`config.mk`:
```
export PLATFORM = sky130hd
export DESIGN_NAME = cpds_mul
export DESIGN_NICKNAME = d
export VERILOG_FILES = /design/src/rtl/cpds_mul.sv
export SDC_FILE = /design/constraint.sdc
export NUM_CORES = 2
export LEC_CHECK = 0
export ABC_CLOCK_PERIOD_IN_PS = 6200
export CORE_ASPECT_RATIO = 1.4
export CORE_MARGIN = 2
export CORE_UTILIZATION = 35
export CTS_CLUSTER_SIZE = 40
export DETAILED_ROUTE_END_ITERATION = 10
export DONT_BUFFER_PORTS = 1
export REMOVE_ABC_BUFFERS = 1
export SLEW_MARGIN = 20
export SYNTH_ARGS = -nofsm -noshare
export SYNTH_HDL_FRONTEND = slang
export SYNTH_SLANG_ARGS = --single-unit
```
`constraint.sdc`:
```
create_clock -name clock -period 6.2 [get_ports clock]
set_clock_uncertainty 0.15 [all_clocks]
set_input_delay 0.31 -clock clock [delete_from_list [all_inputs] [get_ports clock]]
set_output_delay 0.31 -clock clock [all_outputs]
set_load 0.1 [all_outputs]
```
`src/rtl/cpds_mul.sv`:
```
// cpds_mul: shared registered multiplier, signed 48-bit times unsigned 16-bit
// no dependencies

module cpds_mul (
   input  logic               clock,
   input  logic signed [47:0] mul_a,
   input  logic        [15:0] mul_b,
   output logic signed [63:0] mul_p
);

   logic signed [16:0] b_s;
   logic signed [64:0] prod;
   logic signed [63:0] mul_p_ff;

   assign b_s  = signed'({1'b0, mul_b});
   assign prod = 65'(mul_a * b_s);

   always_ff @(posedge clock) begin
      mul_p_ff <= prod[63:0];
   end

   assign mul_p = mul_p_ff;

endmodule

```
==> results.toml <==
[grt]
grt_max_degree = 49
antenna_found_initial = 2
grt_pass1_wl_mm = 127
grt_overflow = 0
grt_pass1_vias = 23500
gr-usage-all-layers_pct = 20.7

[die]
ios = 129
die_w_um = 241
row_count = 121
die_h_um = 335
core-area_sq_um = 77700
die_area_sq_um = 80700
initial_utilization_pct = 35.3

[critical_path]
crit_type = "input port to register"
crit_buf_inv = 5
crit_fanout = 48
crit_slowest_cell = "fa_1"
required_ns = 6.29
crit_top_cell = "fa_1"
slowest_delay_ns = 0.53
critPathCaptureType = "register"
cp-start-kind = "input port"
startpoint = "mul_b[2]"
crit_chain = "nand2_1, fa_1, fa_1, fa_1, inv_1, fa_1, fa_1, inv_1, fa_1, inv_1, ha_1, buf_4, buf_4, a211o_1, a21oi_4, a2111oi_4, o31ai_2, a211oi_2, o21ai_2, a21oi_2, a41o_1, a2111oi_4"
cp_top_family = "adder cells"
critPathArrivalTime_ns = 6.12

[clock_network]
numCtsBuffers = 9
cts.sinks = 64
clk_pin_slew_ns = 0.07
cts_buffer_depth = 2
cts_root_buf = "clkbuf_16"
cts_tree = "built"
htree_levels = 3

[logic_synthesis]
synthFlopType = "dfxtp_1"
ys_warn_count = 0
yosys_register_bits = 64
synth_top_area_cell = "fa_1"
yosys-top-cells-count = "inv_1 (814), fa_1 (708), nand2_1 (511)"
synth_async_sr_flop_share_pct = 0
synth.area.top_cells = "fa_1 (52%), inv_1 (11%), and2_1 (7.0%)"
syn_area_sq_um = 27500
synth_edf_count = 0
synth_top_area_share_pct = 51.6
yosysMostFrequentCell = "inv_1"
avgSynthCellArea_sq_um = 8.87
ys_seq_area_share_pct = 4.67
ys_types = 69
synthCells = 3094

[drt]
drcViolationCount = 0
avgViaCountPerCell = 4.91
drtPass1Iterations = 5
vias = 20300
first_iter_violations = 942
routed_wl_mm = 78.0
wl_per_cell_um = 18.9
ant_nets = 0

[timing]
rsz0062_at_grt = "true"
hold_slack_ns = 0.0399
final-hold-violation-count = 0
period_minus_slack_ns = 6.03
worstMarginPinSlew_ns = 1.11
fin_tns_setup_ns = 0
clock.fmax_ghz = 0.166
relSlewSlack_pct = 25.9
slew_viol_final = 0
fin_crit_sh_pct = 97.3
final-setup-viol-count = 0

[finish]
largest_reg_flops = 64
fin_cells = 4130
nets = 3999
n_fill_cell = 7896
areaGrowthSynthToFinish_pct = 7.75
final_area_sq_um = 29600
diodes = 0
final_layout_size_suffix_gt1_share_pct = 5.83

[placement]
postPlaceCellArea_sq_um = 29100
globalplace.congestion = 0.871
hpwl_mm = 62.4
portBuffers = 0
dp.cells = 4111

[worst_hold_path]
hp-class = "input port to register"
worstHoldStart = "mul_a[0]"

[job]
drv_cap = 0

[outcome]
status = "finished, final reports clean"
-- what timing repair did --
item / CTS / global route
buffers inserted: 0 / 1
hold endpoints to repair: 1 / 0
pin swaps: 0 / 10
gates resized for setup: 1 / 21
endpoints found under the setup margin: 3 / 14
hold buffers: 2 / 0
-- routing by layer --
metal,up-vias,global-route usage (%),routed length (um)
met1,10600,21.5,26800
li1,8847,-,-
met3,206,3.15,4110
met5,-,0,10
met4,2,9.14,3790
met2,598,40.1,43300
-- area by class of cell --
cell class              instances  area (sq um)  share of cell area [%]
inverters                     814          3060                    10.3
clock buffers                   9           225                   0.761
repair buffers                124           936                    3.16
clock inverters                 7           125                   0.423
well taps                    1045          1310                    4.42
flip-flops and latches         64          1280                    4.33
multi-input cells            2067         22600                    76.6
-- kinds of logic (layout without fill, tap and decap cells) --
family                     Yosys count  after routing  share of synthesized area [%]
buffers and inverters              963            954                           13.2
and+or+nand+nor                    923            923                           16.1
adders and majority gates          854            854                           58.3
AOI/OAI and AO/OA                  224            224                           5.64
xor gates and xnor gates            66             66                           2.11
DFF                                 64             64                           4.67
-- per-stage QoR --
step | util [%] | setup WS [ns]
floorplan | - | 0.207
global placement | 37.5 | -0.486
detailed placement | 37.5 | -0.511
CTS | 37.9 | 0.0266
global route | 38.1 | -0.0759
finish | 38.1 | 0.166
-- final timing paths --
check / to / slack (ns) / cells past startpoint
setup / recovery: mul_p[62] / 0.17 / 22
hold / removal: mul_p[2] / 0.04 / 2
-- placed cells by master, fill, tap and decap left out, types with 3 or more instances in the layout --
master and instances:
a2111oi_4 3, a211oi_2 3, a21boi_0 3, a21o_1 30, a21oi_1 72, a21oi_2 5, a31oi_1 7, and2_1 309
and3_1 7, buf_4 122, bufinv_16 3, clkbuf_16 9, dfxtp_1 64, fa_1 705, fa_2 3, ha_1 144
inv_1 814, inv_6 3, nand2_1 511, nand3_1 14, nand4_1 17, nor2_1 36, nor2b_1 5, nor3_1 5
nor3_2 3, o2111ai_1 4, o211ai_1 6, o21a_1 7, o21ai_0 26, o21ai_1 7, o21bai_1 17, o31ai_1 4
xnor2_1 45, xor2_1 21
Power is not shown: default switching activity piles up to over one toggle a cycle in this logic, so the estimate is an artifact.
