==> config.mk <==
export PLATFORM = sky130hd
export DESIGN_NAME = cpds_ram
export DESIGN_NICKNAME = d
export VERILOG_FILES = /design/src/rtl/cpds_ram.sv
export SDC_FILE = /design/constraint.sdc
export NUM_CORES = 1
export LEC_CHECK = 0
export BUFFER_PORTS_ARGS = -buffer_cell sky130_fd_sc_hd__buf_2
export CORE_MARGIN = 1
export CORE_UTILIZATION = 59
export DETAILED_ROUTE_END_ITERATION = 10
export PLACE_DENSITY = 0.78
export SLEW_MARGIN = 20
export SYNTH_ARGS = -nofsm -noshare
export SYNTH_HDL_FRONTEND = slang
export SYNTH_SLANG_ARGS = --single-unit
==> constraint.sdc <==
create_clock -name clock -period 1.6 [get_ports clock]
set_input_delay 0 -clock clock [delete_from_list [all_inputs] [get_ports clock]]
set_output_delay 0 -clock clock [all_outputs]
set_load 0.03 [all_outputs]
==> src/rtl/cpds_ram.sv <==
// cpds_ram: generic single write port, single read port ram with registered read
// no dependencies

module cpds_ram #(
   parameter int WIDTH = 8,
   parameter int DEPTH = 16
) (
   input  logic                     clock,
   input  logic                     wr_en,
   input  logic [$clog2(DEPTH)-1:0] wr_addr,
   input  logic [WIDTH-1:0]         wr_data,
   input  logic                     rd_en,
   input  logic [$clog2(DEPTH)-1:0] rd_addr,
   output logic [WIDTH-1:0]         rd_data
);

   logic [WIDTH-1:0] mem_ff [DEPTH];
   logic [WIDTH-1:0] rd_data_ff;

   always_ff @(posedge clock) begin
      if (wr_en) begin
         mem_ff[wr_addr] <= wr_data;
      end
      if (rd_en) begin
         rd_data_ff <= mem_ff[rd_addr];
      end
   end

   assign rd_data = rd_data_ff;

endmodule

==> metrics.md <==
| Metric | Value |
|---|---|
| Row count | 33 |
| CP max-delay cell | mux4_1 |
| Hold-fix buffers, CTS | 9 |
| Syn_nets | 248 |
| EDFF count, synth | 136 |
| Post-DP HPWL | 6358 um |
| Clk slew on worst S/H paths | roughly 0.060 ns |
| Clock Tree Root | clkbuf_8 |
| Worst EP required | 1.86 ns |
| Hold depth | 3 |
| RSZ-0062 raised after global routing | no |
| Reg area | 4084 sq um |
| Tot GR Track Use | roughly a quarter |
| Routed vias | 2,616 |
| Global route overflow | 0 |
| NetSw | 1.660 mW |
| Design area | 6316 sq um |
| Compound-Gate Fraction of Synth Area | ~2.3% |
| Syn. warnings | 0 |
| Ys flop type | edfxtp_1 |
| Xor and xnor area share after synthesis | 0% |
| Crit path to | rd_data[0] |
| Final Hold Viols | 0 |
| Outcome | completed |
| Critical path peak fanout | 1 |
| R2R setup slack | 0.10 ns |
| Sw frac | 19.85% |
| Reg power frac | 48.3% |
| Synth Area in Adders | 0% |
| Routed wire length | 10,430 um |
| Clock Power Share | 46.5% |
| Placed instance area | 5628 sq um |
| P_int | 6.706 mW |
| Core area | 8382 sq um |
| CP top delay family | multiplexers |
| Violation count after the first detailed-route iteration | around 250 |
| Combinational Power Share | 5.2% |
| Worst vdd ir | 1.088 mV |
| Sequential cell area fraction in the yosys report | 78.12% |
| Post_cts resized | 0 |
| Post-Syn Instances | 229 |
| Top post-synthesis cells by area | edfxtp_1 (78%), mux4_2 (7.8%), mux4_1 (7.0%) |
| Count leader, synth | edfxtp_1 |
| Cell Chain, Critical Path | mux4_1 > a22oi_1 > nand2_1 |
| Relative slew slack | 72.32% |
| Worst-Skew Late Latency | approximately 0.5 ns |
| Critical path capture point type | flip-flop |
| Syn Area/Cell | 22.83 sq um |
| IO Port Bufs | 26 |
| Pin count of the biggest net entering global routing | 19 |
| GPL Wtd Cong | ~0.74 |
| Die height | 96.13 um |
| Multi-input gate area | 1057 sq um |
| Final period utilization | 93.63% |
| Die area | 9241 sq um |
| Fin cells | 415 |
| Critical Path Start | mem_ff[4][0] |
| Tot Pwr | 8.366 mW |
| CTS tree | done |
| Number of remaining DRC errors | 0 |
| Placement Setup Slack | 0.08501 ns |
| Initial antenna violation count | 0 |
| Tightest Pin Transition | just over 0.4 ns |
| Final Critical Period | 1.498 ns |
| R2r worst-path depth | 3 |
| Combinational family with the most area after synthesis | multiplexers |
| Post-route ant nets | 0 |
| Mapped cell area | 5228 sq um |
| Most frequent cells after synthesis | edfxtp_1 (136), mux4_2 (18), a22oi_1 (16), mux4_1 (14), nor2_1 (13) |
| Class of the worst hold path | input port to flip-flop |
| Crit Reg-Reg Endpoint | rd_data[0] |
| Initial Util | 62.37% |
| Layout area overhead | 20.82% |
| # nets final | 317 |
| Inserted Diodes | 0 |
| Number of cells on the critical path | 3 |
| Sink Count | about 140 |
| Post-synth top area share | 78.12% |
| H-tree levels | 4 |
| Final TNS setup | 0 ns |
| # IOs | 27 |
| F_max | around 0.67 GHz |
| FILL cells | ~440 |
| Worst setup margin | around 0.10 ns |
| Arr. time, crit path | 1.76 ns |
| Max clock buf depth | 2 |
| Pins Over Slew Limit | 0 |
| Post-synth top area cell | edfxtp_1 |
| Pwr Density | 1325 nW/um^2 |
| Die width | 96.13 um |
| Max Cap Viol | 0 |
| Drt pass-1 iters | 6 |
| Leak | 2.168 nW |
| Seq cells post-synth | around 140 |
| Synth Area in Simple Gates | 3.135% |
| Share of layout cells above drive strength 1 | 31.94% |
| Post-CTS repair timing setup buffer count | 0 |
| Critical path class | flip-flop to flip-flop |
| Setup Viol. Count Final | 0 |
| Critical Path Max Stage Delay | 0.58 ns |
| Buf+Inv Stages, Crit Path | 0 |
| R2R Path Start | mem_ff[4][0] |
| Distinct cell type count after synthesis | 18 |
| Crit path launch type | flip-flop |
| Vias in the first global route | 2,614 |
| Global-route wire length before repair | 15,460 um |
| Worst Skew | 0.007099 ns |
| Fraction of synthesized area in multiplexers | between 10% and 20% |
| Ys async rst share | 0% |
| TritonCTS Buffers | 17 |
| Avg WL per Cell | 25.12 um |
| Placed Cells | 375 |
| Vias per inst | around 6.3 |
-- layer usage --
metal  up-vias  track usage (%)  part of all wire [%]
li1       1119                -                     -
met1      1326            34.44                    40
met2       149            38.89                    48
met3        22            9.005                   9.5
met4         0            9.080                   2.3
met5         -                0                     0
-- layout by cell type (no fill, tap or decap), drive strengths merged, types with 5 or more instances in the layout --
master	netlist	layout
buf	7	51
clkinvlp	0	5
mux4	32	32
clkbuf	0	18
a22oi	16	16
nor2	13	13
dlygate4sd3	0	9
nand2	9	9
edfxtp	136	136
-- worst min path at each step --
stage                    start           end  slack, ns
floorplan           wr_data[0]  mem_ff[0][0]        0.1
global placement         rd_en    rd_data[2]       0.37
detailed placement       rd_en    rd_data[7]       0.38
CTS                 wr_addr[0]  mem_ff[4][1]       0.02
global route        wr_addr[1]  mem_ff[4][4]       0.05
finish              wr_addr[0]  mem_ff[4][1]       0.04
-- cell families (layout without fill, tap and decap cells) --
logic type	Yosys count	in the layout
and+or+nand+nor	35	35
DFF	136	136
AOI/OAI and AO/OA	16	16
muxes	32	32
buffers and inverters	10	91
-- stage by stage --
step	hold WS, ns	util, %
3_3_place_gp	0.3722	67.14
4_1_cts	0.02037	75.35
6_report	0.04296	75.35
2_1_floorplan	0.09887	-
5_1_grt	0.04952	75.35
3_5_place_dp	0.3758	67.14
-- worst min-delay path: stages --
cell and delay, ns:
buf_2 0.15, nor3_1 0.09, buf_4 0.15
-- state kept, by name (all words and copies together) (netlist names) --
name,flops
rd_data,8
mem_ff,128
-- power by group through the flow --
stage                     clock [mW]  sequential (mW)  combinational, mW
after global placement             0             4.10              0.401
after CTS                       3.91             4.04              0.438
after detailed placement           0             4.11              0.411
final                           3.89             4.04              0.436
after floorplan                    0             4.14              0.203
after global routing            4.05             4.04              0.466
-- cell type report --
type | instances | share of cell area [%]
clock inverters | 13 | 2.853
well taps | 105 | 2.080
flip-flops and latches | 136 | 64.66
clock buffers | 18 | 6.616
repair buffers | 60 | 7.052
multi-input cells | 83 | 16.74
No activity file was read; power rests on OpenSTA's default activity.
